File: src/hdl/tknr_pkg.sv
package tknr_pkg;

    // Number of cells in the sorted chain.
    localparam int CAPACITY = 16;

    // A squared planar distance of two 17-bit differences fits in 34 bits.
    localparam int DIST_W = 34;
    localparam int SQ_W   = DIST_W - 1;

    localparam logic OP_INSERT = 1'b0;
    localparam logic OP_FLUSH  = 1'b1;

    localparam logic CFG_CENTER_X = 1'b0;
    localparam logic CFG_CENTER_Y = 1'b1;

    typedef struct packed {
        logic               opcode;
        logic [15:0]        ordinal;
        logic [7:0]         rank;
        logic signed [15:0] pos_x;
        logic signed [15:0] pos_y;
        logic [31:0]        payload;
    } cmd_t;

    typedef struct packed {
        logic [15:0]        out_ordinal;
        logic [7:0]         out_rank;
        logic signed [15:0] out_x;
        logic signed [15:0] out_y;
        logic [31:0]        out_payload;
        logic [3:0]         slot_index;
        logic               is_empty;
        logic               last;
    } result_t;

    typedef struct packed {
        logic [15:0]        ordinal;
        logic [7:0]         rank;
        logic signed [15:0] x;
        logic signed [15:0] y;
        logic [31:0]        payload;
    } entry_t;

    typedef struct packed {
        logic insert;
        logic shift_up;
    } cell_ctrl_t;

    // True when item a strictly comes before item b in the list order.
    function automatic logic precedes(
        input logic [7:0]        rank_a,
        input logic [DIST_W-1:0] dist_a,
        input logic [15:0]       ord_a,
        input logic [7:0]        rank_b,
        input logic [DIST_W-1:0] dist_b,
        input logic [15:0]       ord_b
    );
        logic result;
        if (rank_a != rank_b)
        begin
            result = (rank_a > rank_b);
        end
        else if (dist_a != dist_b)
        begin
            result = (dist_a < dist_b);
        end
        else
        begin
            result = (ord_a < ord_b);
        end
        return result;
    endfunction

endpackage

File: src/hdl/tknr_dist.sv
// Two-stage squared distance: squares registered, then their sum registered.
module tknr_dist
    import tknr_pkg::*;
(
    input  logic                clk,
    input  logic signed [15:0]  x,
    input  logic signed [15:0]  y,
    input  logic signed [15:0]  cx,
    input  logic signed [15:0]  cy,
    output logic [DIST_W-1:0]   dist_sq
);

    logic signed [16:0]     dx;
    logic signed [16:0]     dy;
    logic signed [33:0]     sqx_full;
    logic signed [33:0]     sqy_full;
    logic [SQ_W-1:0]        sqx_reg;
    logic [SQ_W-1:0]        sqy_reg;
    logic [DIST_W-1:0]      dist_reg;

    assign dx       = 17'(x) - 17'(cx);
    assign dy       = 17'(y) - 17'(cy);
    assign sqx_full = dx * dx;
    assign sqy_full = dy * dy;

    always_ff @(posedge clk)
    begin
        sqx_reg  <= sqx_full[SQ_W-1:0];
        sqy_reg  <= sqy_full[SQ_W-1:0];
        dist_reg <= {1'b0, sqx_reg} + {1'b0, sqy_reg};
    end

    assign dist_sq = dist_reg;

endmodule

File: config.mk
export PLATFORM = sky130hd
export DESIGN_NAME = tknr_dist
export DESIGN_NICKNAME = d
export VERILOG_FILES = /design/src/hdl/tknr_pkg.sv /design/src/hdl/tknr_dist.sv
export SDC_FILE = /design/constraint.sdc
export NUM_CORES = 1
export LEC_CHECK = 0
export BUFFER_PORTS_ARGS = -buffer_cell sky130_fd_sc_hd__buf_2
export CAP_MARGIN = 20
export CORE_MARGIN = 2
export CORE_UTILIZATION = 55
export CTS_BUF_LIST = sky130_fd_sc_hd__clkbuf_16
export DETAILED_ROUTE_END_ITERATION = 8
export GPL_ROUTABILITY_DRIVEN = 0
export PLACE_DENSITY = 0.72
export SYNTH_ARGS = -nofsm -noshare
export SYNTH_HDL_FRONTEND = slang
export SYNTH_SLANG_ARGS = --single-unit
export TNS_END_PERCENT = 30
File: constraint.sdc
create_clock -name clk -period 21.3 [get_ports clk]
set_input_delay 1.065 -clock clk [delete_from_list [all_inputs] [get_ports clk]]
set_output_delay 1.065 -clock clk [all_outputs]
set_load 0.05 [all_outputs]
[Word level (Yosys, flattened, before mapping)]
Index checks and enable logic that the tools add are counted.
Operators by class
  reduce and logical (&&, ||, !) cells: 0
  add/sub/neg operators: 3
  muxes and demuxes: 0
  order comparisons: 0
  div/mod/pow operators: 0
  bitwise logic cells: 0
  eq/ne operators: 0
  multipliers: 2
  shift-type cells: 0
Operator list (count)
  multiplier 17 x 17 -> 33 bit: 2
  adder 33 x 33 -> 34 bit: 1
  subtractor 16 x 16 -> 17 bit: 2
Storage, ports and cells
  memories kept: 0
  RAM bits: 0
  flip-flop bits (word level): 100
  bits in latches: 0
  word-level logic and storage cells: 8
  memory bits (read-only): 0

[Depth between registers and ports, before layout]
  word-level depth: 2
  mapped depth: 35
  gate-level depth less buffers: 34

[Least setup slack after synthesis]
OpenSTA, ideal clock, no wires.
  path kind: input -> register
  start: in x[0]
  end: reg sqx_reg[31]
  stages: 31
  data required time: 21228 ps
  path buffers: 2
  path slack: 12906 ps
  arrival: 8323 ps
  path through: inv_1 ha_1 inv_1 fa_1 a21oi_2 o21ai_2 a21oi_4 a21oi_2 a41oi_4 o21ai_2 o31a_1 buf_4 buf_6 nor2_1 fa_1 inv_1 fa_1 fa_1 fa_1 fa_1 fa_1 inv_1 ha_1 nand2_1 nor2_1 nor3_1 and3_1 o31ai_1 a21oi_1 o21ai_0 xor2_1
On the way
  longest elaborated chain between the ends: 2
Ends and longest elaborated chain
  start: declaration: RTL line tknr_dist.sv:6  | input logic signed [15:0] x,
  subtractor 16 x 16 -> 17 bit: RTL line tknr_dist.sv:21  | assign dx = 17'(x) - 17'(cx);
  multiplier 17 x 17 -> 33 bit: RTL line tknr_dist.sv:23  | assign sqx_full = dx * dx;
  via sqx_full[31]: RTL line tknr_dist.sv:15  | logic signed [33:0] sqx_full;
  end signal: assignment: RTL line tknr_dist.sv:28  | sqx_reg <= sqx_full[SQ_W-1:0];
  end: declaration: RTL line tknr_dist.sv:17  | logic [SQ_W-1:0] sqx_reg;
The timed path passes the listed nets, and every way through them passes these cells.

[Worst setup path after layout]
Ends and elaborated chain as after synthesis.

==> impl_metrics.ini <==
[clocking]
numCtsBuffers = 9
clk_latency_ps = 360
cts.clk_slew.worst_paths_ps = 70
cts_tree = yes
cts_resized = 0
ctsHoldBuffers = 0
cts_setup_buffers = 0
cts_max_path_buffers = 2
clock_sinks = 98
ctsRootBufferMaster = clkbuf_16
htree_levels = 3

[synthesis]
netlist_top_cells_area = fa_1, ha_1, inv_1
synth_area_um2 = 23800
synth_area_leader_cell = fa_1
synth.avg_cell_area_um2 = 9.16
ys_seq_area_frac = 0.0826
synthFlopType = dfxtp_1
syn-instance-count = 2594
synth_edf_count = 0
async_flop_share = 0
synth.top_cell.area_share = 0.446
yosys_warnings = 0
synth_nets = 3410
synth_seq_cells = 98
yosys.cell_types.count = 70

[worst_setup_path]
startpoint = x[0]
cpPeakStageDelay_ps = 950
crit_top_cell = fa_1
cp.required_ps = 21580
critical_path_class = input port to flop
r2r-end = dist_sq[32]
critPathSlowestCell = xnor2_1
end_kind = flop
cp_top_family = adder cells
worst-path-max-fanout = 12
worst_r2r_path_depth = 9
r2r-start = sqx_reg[4]
arrival_ps = 9530
critPathLaunchType = input port
ff2ff_setup_slack_ps = 18430
crit_buf_inv = 6

[timing]
finalCritPeriodShare = 0.434
tns_ps = 0
slew-limit-headroom = 0.216
fin_crit_ps = 9250
setup_violations = 0
worstMarginPinSlew_ps = 1170
slew_viol_final = 0
skew_ps = 5.40
finalHoldViolations = 0
rsz0062_at_grt = no
max_freq_ghz = 0.108

[finish]
syn_to_final_growth_pct = 5.91
layout-drive-gt1-share = 0.0622
nFillCells = 3684
final_cell_mix = inv_1, fa_1, nor2_1
largest_reg_flops = 34
n_antenna_cell = 0
layout_commonest_cell = inv_1
finish.net_count = 3479
finalCoreUtilization = 0.587
instances_no_fill = 3253

[hold_path]
hold-path-cell-count = 1
whs_endpoint = dist_sq[0]
hold_class = flop to flop
hp-start = sqx_reg[0]

[drt]
routedWlPerCell_um = 15.3
highest_layer = met4
vias = 17100
post_drt_via_cell_ratio = 5.27
drcViolationCount = 0
wl_met3_um = 3260
routed_wl_um = 49800
route.met2.wl_um = 25300
met1_length_um = 20400
ant_nets = 0
drtIter0Drc = 965
first_pass_iters = 6

[run]
drv_cap = 0

[floorplan]
ios = 99
initial_utilization = 0.554
die-area_um2 = 44900
die_w_um = 212
core_area_um2 = 42900
rows = 76
die_y_um = 212

[grt]
grt_pass1_vias = 18500
track_usage = 0.243
overflow = 0
grt_max_degree = 23
antenna_found_initial = 0
grt_pass1_wl_um = 87100

[status]
status = finished, final reports clean

[placed_design]
dp.cells = 3236
dp_hpwl_um = 43300
io_buffers = 98
==> cells by family (layout without fill, tap and decap cells) <==
group | count (synthesis) | after routing | share of synthesized area
adders and majority gates | 751 | 751 | 0.563
DFF | 98 | 98 | 0.0826
buffers and inverters | 750 | 824 | 0.120
xor gates and xnor gates | 113 | 113 | 0.0420
and+or+nand+nor | 592 | 592 | 0.110
muxes | 2 | 2 | 0.000842
AOI/OAI and AO/OA | 288 | 288 | 0.0822
==> how the worst max path moves through the flow <==
stage | endpoint | cells after the start
2_1_floorplan | sqx_reg[31] | 31
3_3_place_gp | sqx_reg[32] | 30
3_5_place_dp | sqx_reg[31] | 30
4_1_cts | sqx_reg[31] | 30
5_1_grt | sqx_reg[31] | 30
6_report | sqx_reg[31] | 30
==> Yosys cell counts (all sizes together) (3+ instances only) <==
| master | number |
|---|---|
| o31ai | 5 |
| nor4 | 6 |
| nor2 | 241 |
| and2 | 21 |
| or2 | 11 |
| o21bai | 14 |
| clkbuf | 44 |
| a31o | 3 |
| nor3 | 23 |
| buf | 15 |
| a31oi | 7 |
| a211o | 4 |
| or3 | 9 |
| nand4 | 6 |
| clkinv | 6 |
| dfxtp | 98 |
| a21oi | 82 |
| xor2 | 27 |
| a21boi | 3 |
| a311oi | 3 |
| nand3b | 4 |
| fa | 530 |
| ha | 221 |
| inv | 685 |
| nand3 | 19 |
| a2111oi | 3 |
| nor2b | 15 |
| a21o | 39 |
| nand2b | 22 |
| a211oi | 14 |
| nor3b | 5 |
| o221ai | 3 |
| o31a | 4 |
| xnor2 | 86 |
| o21ai | 60 |
| and4 | 4 |
| o211ai | 12 |
| nand2 | 193 |
| and3 | 12 |
| o21a | 16 |
==> final cells by class <==
type / count / area, um^2 / area share
sequential: 98 / 1960 / 0.0779
timing repair buffer: 117 / 633 / 0.0252
inverter: 691 / 2590 / 0.103
clock inverter: 7 / 75.1 / 0.00298
multi-input combinational: 1746 / 18900 / 0.753
tap: 585 / 732 / 0.0291
clock buffer: 9 / 225 / 0.00895
==> per-layer routing <==
layer / global-route usage / vias to the layer above
li1: - / 7935
met1: 0.323 / 8590
met2: 0.422 / 529
met3: 0.0377 / 91
met4: 0.0478 / 0
met5: 0 / -
==> worst register-to-register path, delay by kind of cell, from the launching register on <==
family                   cells  cell delay, ps
AO/OA/AOI/OAI                7            1950
adder cells (fa/ha/maj)      1             330
AND/OR/NAND/NOR              1             190
flip-flops                   1             320
==> per-stage QoR <==
stage	setup slack, ps	hold slack (ps)	cell area (um^2)
6_report	12050	455	25200
5_1_grt	11590	473	25200
4_1_cts	12170	461	25200
3_5_place_dp	11810	446	24900
3_3_place_gp	12110	437	24900
2_1_floorplan	12910	420	23800
Power is not shown: default switching activity piles up to over one toggle a cycle in this logic, so the estimate is an artifact.
