==> config.mk <==
export PLATFORM = sky130hd
export DESIGN_NAME = tknr_cell
export DESIGN_NICKNAME = d
export VERILOG_FILES = /design/src/hdl/tknr_pkg.sv /design/src/hdl/tknr_dist.sv /design/src/hdl/tknr_cell.sv
export SDC_FILE = /design/constraint.sdc
export NUM_CORES = 2
export LEC_CHECK = 0
export CAP_MARGIN = 20
export CORE_MARGIN = 5
export CORE_UTILIZATION = 25
export DETAILED_ROUTE_END_ITERATION = 6
export DONT_BUFFER_PORTS = 1
export SLEW_MARGIN = 25
export SYNTH_ARGS = -nofsm -noshare
export SYNTH_HDL_FRONTEND = slang
export SYNTH_HIERARCHICAL = 1
export SYNTH_SLANG_ARGS = --single-unit
==> constraint.sdc <==
create_clock -name clk -period 9.3 [get_ports clk]
set_input_delay 0.93 -clock clk [delete_from_list [all_inputs] [get_ports clk]]
set_output_delay 0.93 -clock clk [all_outputs]
set_load 0.05 [all_outputs]
==> src/hdl/tknr_pkg.sv <==
package tknr_pkg;

    // Number of cells in the sorted chain.
    localparam int CAPACITY = 16;

    // A squared planar distance of two 17-bit differences fits in 34 bits.
    localparam int DIST_W = 34;
    localparam int SQ_W   = DIST_W - 1;

    localparam logic OP_INSERT = 1'b0;
    localparam logic OP_FLUSH  = 1'b1;

    localparam logic CFG_CENTER_X = 1'b0;
    localparam logic CFG_CENTER_Y = 1'b1;

    typedef struct packed {
        logic               opcode;
        logic [15:0]        ordinal;
        logic [7:0]         rank;
        logic signed [15:0] pos_x;
        logic signed [15:0] pos_y;
        logic [31:0]        payload;
    } cmd_t;

    typedef struct packed {
        logic [15:0]        out_ordinal;
        logic [7:0]         out_rank;
        logic signed [15:0] out_x;
        logic signed [15:0] out_y;
        logic [31:0]        out_payload;
        logic [3:0]         slot_index;
        logic               is_empty;
        logic               last;
    } result_t;

    typedef struct packed {
        logic [15:0]        ordinal;
        logic [7:0]         rank;
        logic signed [15:0] x;
        logic signed [15:0] y;
        logic [31:0]        payload;
    } entry_t;

    typedef struct packed {
        logic insert;
        logic shift_up;
    } cell_ctrl_t;

    // True when item a strictly comes before item b in the list order.
    function automatic logic precedes(
        input logic [7:0]        rank_a,
        input logic [DIST_W-1:0] dist_a,
        input logic [15:0]       ord_a,
        input logic [7:0]        rank_b,
        input logic [DIST_W-1:0] dist_b,
        input logic [15:0]       ord_b
    );
        logic result;
        if (rank_a != rank_b)
        begin
            result = (rank_a > rank_b);
        end
        else if (dist_a != dist_b)
        begin
            result = (dist_a < dist_b);
        end
        else
        begin
            result = (ord_a < ord_b);
        end
        return result;
    endfunction

endpackage

==> src/hdl/tknr_dist.sv <==
// Two-stage squared distance: squares registered, then their sum registered.
module tknr_dist
    import tknr_pkg::*;
(
    input  logic                clk,
    input  logic signed [15:0]  x,
    input  logic signed [15:0]  y,
    input  logic signed [15:0]  cx,
    input  logic signed [15:0]  cy,
    output logic [DIST_W-1:0]   dist_sq
);

    logic signed [16:0]     dx;
    logic signed [16:0]     dy;
    logic signed [33:0]     sqx_full;
    logic signed [33:0]     sqy_full;
    logic [SQ_W-1:0]        sqx_reg;
    logic [SQ_W-1:0]        sqy_reg;
    logic [DIST_W-1:0]      dist_reg;

    assign dx       = 17'(x) - 17'(cx);
    assign dy       = 17'(y) - 17'(cy);
    assign sqx_full = dx * dx;
    assign sqy_full = dy * dy;

    always_ff @(posedge clk)
    begin
        sqx_reg  <= sqx_full[SQ_W-1:0];
        sqy_reg  <= sqy_full[SQ_W-1:0];
        dist_reg <= {1'b0, sqx_reg} + {1'b0, sqy_reg};
    end

    assign dist_sq = dist_reg;

endmodule

==> src/hdl/tknr_cell.sv <==
// One slot of the sorted chain. On an insert the cell keeps its entry, takes
// the new item, or takes its upper neighbor's entry; on a flush it takes its
// lower neighbor's entry.
module tknr_cell
    import tknr_pkg::*;
(
    input  logic                clk,
    input  logic                rst_n,
    input  cell_ctrl_t          ctrl,
    input  entry_t              new_entry,
    input  logic [DIST_W-1:0]   new_dist,
    input  logic signed [15:0]  cx,
    input  logic signed [15:0]  cy,
    input  entry_t              prev_entry,
    input  logic                prev_valid,
    input  logic                prev_take,
    input  entry_t              next_entry,
    input  logic                next_valid,
    input  logic                next_take,
    output entry_t              entry,
    output logic                valid,
    output logic                take
);

    entry_t             entry_reg;
    entry_t             entry_next;
    logic               valid_reg;
    logic               valid_next;
    logic [DIST_W-1:0]  entry_dist;
    logic               beats;

    tknr_dist u_dist (
        .clk     (clk),
        .x       (entry_reg.x),
        .y       (entry_reg.y),
        .cx      (cx),
        .cy      (cy),
        .dist_sq (entry_dist)
    );

    // An empty cell always accepts. The new item climbs from the tail only
    // while it beats every entry below, so this cell joins the moving run
    // only when the cell below it does too.
    assign beats = !valid_reg ||
                   precedes(new_entry.rank, new_dist, new_entry.ordinal,
                            entry_reg.rank, entry_dist, entry_reg.ordinal);
    assign take  = beats && next_take;

    always_comb
    begin
        entry_next = entry_reg;
        valid_next = valid_reg;
        if (ctrl.insert && take)
        begin
            if (prev_take)
            begin
                entry_next = prev_entry;
                valid_next = prev_valid;
            end
            else
            begin
                entry_next = new_entry;
                valid_next = 1'b1;
            end
        end
        else if (ctrl.shift_up)
        begin
            entry_next = next_entry;
            valid_next = next_valid;
        end
    end

    always_ff @(posedge clk or negedge rst_n)
    begin
        if (!rst_n)
        begin
            valid_reg <= 1'b0;
        end
        else
        begin
            valid_reg <= valid_next;
        end
    end

    always_ff @(posedge clk)
    begin
        entry_reg <= entry_next;
    end

    assign entry = entry_reg;
    assign valid = valid_reg;

endmodule

## After elaboration in Yosys (flattened, before gate mapping)

Cells that the tools add are included.

| word-level totals | value |
|---|---|
| output and inout bits | 90 |
| input bits | 338 |
| logic and storage cells | 32 |
| register bits after elaboration | 189 |

| cells by class | value |
|---|---|
| eq/ne operators | 2 |
| muxes and demuxes | 8 |
| reductions and logical operators | 5 |
| add/sub/neg operators | 3 |
| multiply operators | 2 |
| magnitude comparators | 3 |

Operators with widths:

| cell | number |
|---|---|
| 2-to-1 mux 88 bit | 3 |
| multiplier 17 x 17 -> 33 bit | 2 |
| adder 33 x 33 -> 34 bit | 1 |
| less-than comparator 34 bit | 1 |
| inequality test 34 bit | 1 |
| subtractor 16 x 16 -> 17 bit | 2 |
| less-than comparator 16 bit | 1 |
| > comparator 8 bit | 1 |
| inequality test 8 bit | 1 |
| 2-to-1 mux 1 bit | 5 |
| logical AND 1 bit | 2 |
| nonzero test 2 bit | 1 |
| zero test 1 bit | 1 |
| logical OR 1 bit | 1 |

## Depth between registers and ports, before layout

| depth | value |
|---|---|
| depth in word-level cells | 7 |
| mapped depth | 37 |
| mapped depth without buffers | 36 |

## Cells and area by module

The synthesis kept the hierarchy.

Modules (own cells, without submodules):

| module | instances | area an instance (um2) | cells each |
|---|---|---|---|
| tknr_dist | 1 | 23606.4 | 2561 |
| tknr_cell | 1 | 6279.8 | 499 |

## Worst setup path after synthesis

Ideal clock, no wire load.

| path | value |
|---|---|
| kind | in2reg |
| from | input cx[0] |
| to | register u_dist.sqx_reg[32] |
| setup time | 0.121 ns |
| data required time | 9.179 ns |
| cell stages on the path | 32 |
| arrival | 8.802 ns |
| path slack | 0.377 ns |
| cell sequence | ha_1 -> inv_1 -> fa_1 -> a21o_1 -> a21oi_1 -> o21bai_1 -> a21oi_1 -> nor2_1 -> o311ai_2 -> o211ai_1 -> a2bb2oi_1 -> buf_2 -> buf_2 -> nor2_1 -> fa_1 -> fa_1 -> fa_1 -> fa_1 -> fa_1 -> inv_1 -> fa_1 -> inv_1 -> ha_1 -> and4_4 -> and3_4 -> a2111oi_4 -> a2111oi_2 -> o31a_1 -> a31o_1 -> a221oi_2 -> o21bai_1 -> xnor2_1 |

| between the ends | value |
|---|---|
| longest elaborated chain between the ends | 2 |

RTL lines:

| element | RTL line | text |
|---|---|---|
| start, declared | tknr_cell.sv:12 | `input logic signed [15:0] cx,` |
| subtractor 16 x 16 -> 17 bit | tknr_dist.sv:21 | `assign dx = 17'(x) - 17'(cx);` |
| multiplier 17 x 17 -> 33 bit | tknr_dist.sv:23 | `assign sqx_full = dx * dx;` |
| net u_dist.sqx_full[32] | tknr_dist.sv:15 | `logic signed [33:0] sqx_full;` |
| end signal, assigned | tknr_dist.sv:28 | `sqx_reg <= sqx_full[SQ_W-1:0];` |
| end, declared | tknr_dist.sv:17 | `logic [SQ_W-1:0] sqx_reg;` |

The timed path passes the listed nets, and every way through them passes these cells.
A chain may end at the register's enable or synchronous reset.

## Worst setup path after layout

| path | value |
|---|---|
| from | register entry_reg, in the netlist entry[33] |
| to | register u_dist.sqy_reg[31] |

| between the ends | value |
|---|---|
| longest elaborated chain between the ends | 2 |

RTL lines:

| element | RTL line | text |
|---|---|---|
| start, declared | tknr_cell.sv:25 | `entry_t entry_reg;` |
| start signal, assigned | tknr_cell.sv:87 | `entry_reg <= entry_next;` |
| subtractor 16 x 16 -> 17 bit | tknr_dist.sv:22 | `assign dy = 17'(y) - 17'(cy);` |
| multiplier 17 x 17 -> 33 bit | tknr_dist.sv:24 | `assign sqy_full = dy * dy;` |
| net u_dist.sqy_full[31] | tknr_dist.sv:16 | `logic signed [33:0] sqy_full;` |
| end signal, assigned | tknr_dist.sv:29 | `sqy_reg <= sqy_full[SQ_W-1:0];` |
| end, declared | tknr_dist.sv:18 | `logic [SQ_W-1:0] sqy_reg;` |

The timed path passes the listed nets, and every way through them passes these cells.

==> flow_metrics.py <==
metrics = {
    "routing": {
        "drt_iter0_drc": 1205,
        "routedWlPerCell_um": 18.9,
        "via_count": 21100,
        "ant_nets": 0,
        "first_pass_iters": 5,
        "drc": 0,
        "vias_per_cell": 4.41,
        "wl_mm": 90.5,
    },
    "global_route": {
        "grt_max_degree": 91,
        "grtUsageTotal_pct": 14.4,
        "antenna_found_initial": 53,
        "grt_pass1_wl_mm": 138,
        "grt_pass1_vias": 22600,
        "gr-total-overflow": 0,
    },
    "logic_synthesis": {
        "synth.top_cell.area_share_pct": 35.5,
        "yosysWarnings": 6,
        "ys_types": 83,
        "ys_top_cells_by_area": "fa_1 36%, ha_1 12%, inv_1 9.3%",
        "ys_seq_area_share_pct": 15.5,
        "synth_top_cell_by_area": "fa_1",
        "synthFlopType": "dfxtp_1",
        "async_flop_share_pct": 0.535,
        "syn_area_um2": 29900,
        "netlist_instances": 3060,
        "synth-edff-count": 88,
        "syn_area_per_cell_um2": 9.77,
        "synth_nets": 4206,
        "ys_seq_elements": 187,
    },
    "sta": {
        "setup-violations-final": 0,
        "slew_headroom_pct": 29.0,
        "finalHoldViolCount": 0,
        "finalCriticalPeriod_ns": 8.78,
        "setup_tns_ns": 0,
        "tightestPinTransition_ns": 1.06,
        "fmax_mhz": 114,
        "rsz0062_at_grt": "no",
        "drv_slew": 0,
        "skew_ns": 0.0266,
        "finalCritPeriodShare_pct": 94.5,
    },
    "clocking": {
        "clkTransAtPathRegs_ns": 0.10,
        "holdBufCountCts": 0,
        "htree_levels": 4,
        "clock_latency_ns": 0.52,
        "cts_tree": "yes",
        "cts_resized": 0,
        "post_cts_buffers": 0,
        "cts_max_path_buffers": 2,
        "cts_root_buf": "clkbuf_16",
        "cts_buffers": 17,
        "clock-sinks": 187,
    },
    "die": {
        "initial_core_util_pct": 25.2,
        "num_io_pins": 428,
        "fp.dieH_um": 356,
        "rows": 126,
        "fp.coreArea_um2": 118000,
        "die_area_um2": 127000,
        "die_x_um": 356,
    },
    "placement": {
        "io_buffer_count": 0,
        "hpwl_mm": 80.2,
        "gp_congestion": 0.890,
    },
    "flow_run": {
        "drv_cap": 0,
    },
    "worst_setup_path": {
        "critPathLaunchType": "flip-flop",
        "path_class": "flip-flop to flip-flop",
        "path_common_cell": "fa_1",
        "r2r_slack_ns": 0.52,
        "cpMaxStageDelayCell": "a21boi_1",
        "path_max_fanout": 6,
        "cp.arrival_ns": 9.18,
        "crit_required_ns": 9.70,
        "rr_worst_depth": 29,
        "reg2reg_from": "entry[33]",
        "max_stage_delay_ns": 0.57,
        "reg2reg_to": "u_dist/sqy_reg[31]",
        "worstSetupEndpointType": "flip-flop",
    },
    "final_layout": {
        "drive_above_1_share_pct": 12.3,
        "utilization_pct": 28.3,
        "largest_reg_flops": 88,
        "area_growth_pct": 12.0,
        "final_nets": 4297,
    },
    "outcome": {
        "status": "finished clean",
    },
    "min_path": {
        "worstHoldPathType": "input port to async pin",
    },
}
cell usage in the layout, fill, tap and decap left out, types with 6 or more instances in the layout:
| cell type | synthesis | final |
|---|---|---|
| o211ai_1 | 8 | 8 |
| o21a_1 | 13 | 13 |
| nor2_1 | 224 | 223 |
| inv_1 | 737 | 737 |
| ha_1 | 278 | 278 |
| a31oi_1 | 9 | 8 |
| or2_2 | 9 | 9 |
| fa_1 | 530 | 530 |
| a21o_1 | 41 | 41 |
| nand2_1 | 218 | 218 |
| and2_1 | 25 | 25 |
| xnor2_1 | 89 | 89 |
| o21ai_0 | 42 | 41 |
| edfxtp_1 | 88 | 88 |
| clkbuf_16 | 0 | 17 |
| or3_1 | 9 | 8 |
| nor2b_1 | 15 | 15 |
| nand4_1 | 19 | 19 |
| a21oi_1 | 101 | 101 |
| o21ai_1 | 11 | 12 |
| and3_1 | 12 | 12 |
| inv_2 | 6 | 6 |
| mux2_1 | 9 | 9 |
| dfxtp_1 | 98 | 98 |
| mux2_2 | 168 | 168 |
| nand3_1 | 28 | 28 |
| a211oi_1 | 14 | 14 |
| buf_4 | 2 | 142 |
| xor2_1 | 34 | 34 |
| diode_2 | 0 | 28 |
| nor3_1 | 23 | 23 |
| nand2b_1 | 19 | 19 |
| o21bai_1 | 14 | 14 |
kinds of logic (layout without fill, tap and decap cells):
| group | after synthesis | in the layout | share of synthesized area, % |
|---|---|---|---|
| compound gates | 317 | 317 | 7.18 |
| xor+xnor | 125 | 125 | 3.71 |
| fa+ha+maj | 808 | 808 | 47.1 |
| buf+inv | 821 | 925 | 10.4 |
| flops | 187 | 187 | 15.5 |
| mux | 181 | 181 | 6.80 |
| other cells | 0 | 28 | 0 |
| simple gates | 621 | 621 | 9.22 |
cells in the mapped netlist, types with 6 or more instances:
cell type and instances:
nand3_1 28, nor2b_1 15, o21bai_1 14, mux2_1 9, a31oi_1 9, a21o_1 41
xnor2_1 89, edfxtp_1 88, clkbuf_1 51, fa_1 530, a211oi_1 14, o21ai_0 42
nor2_1 224, and3_1 12, nor3_1 23, ha_1 278, mux2_2 168, inv_1 737
o21ai_1 11, dfxtp_1 98, a21oi_1 101, o21a_1 13, and2_1 25, xor2_1 34
nand2_1 218, o211ai_1 8, inv_2 6, buf_2 15, or2_2 9, nand2b_1 19
or3_1 9, nand4_1 19
per-stage QoR:
| step | worst slack [ns] | cells | hold WS [ns] | cell area (um2) |
|---|---|---|---|---|
| 6_report | 0.516 | 4792 | 0.0934 | 33500 |
| 3_5_place_dp | 0.140 | 4732 | 0.438 | 32700 |
| 3_3_place_gp | 0.202 | 4732 | 0.436 | 32700 |
| 4_1_cts | 0.560 | 4764 | 0.0504 | 33400 |
| 2_1_floorplan | 0.377 | 3060 | 0.420 | 29900 |
| 5_1_grt | 0.0602 | 4776 | 0.0512 | 33400 |
worst max path at each step:
stage                     cells past startpoint       from  slack, ns                  to
final                                        29  entry[33]       0.52  u_dist/sqy_reg[31]
after global routing                         29  entry[33]       0.06  u_dist/sqy_reg[31]
after CTS                                    31  entry[48]       0.56  u_dist/sqx_reg[32]
after detailed placement                     30      cx[0]       0.14  u_dist/sqx_reg[32]
after global placement                       30      cx[0]       0.20  u_dist/sqx_reg[32]
after floorplan                              32      cx[0]       0.38  u_dist/sqx_reg[32]
worst max-delay path: cells and delay by family, from the launching register on:
kind,cells,cell delay (ns)
buffers and inverters,5,1.00
and+or+nand+nor,5,0.87
adders and majority gates,8,3.45
muxes,1,0.19
DFF,1,0.40
AOI/OAI and AO/OA,10,2.74
area by class of cell:
class	count	area (um2)
Antenna cell	28	70.1
Clock buffer	17	425
Clock inverter	15	231
Fill cell	12500	84900
Inverter	748	2810
Multi-Input combinational cell	2052	22200
Sequential cell	187	4630
Tap cell	1600	2000
Timing Repair Buffer	145	1130
layer usage:
metal	wire, um	GRT usage [%]
met1	38200	18.7
met2	39800	22.1
met3	9590	5.43
met4	2730	5.15
met5	195	0
Power is not shown: default switching activity piles up to over one toggle a cycle in this logic, so the estimate is an artifact.
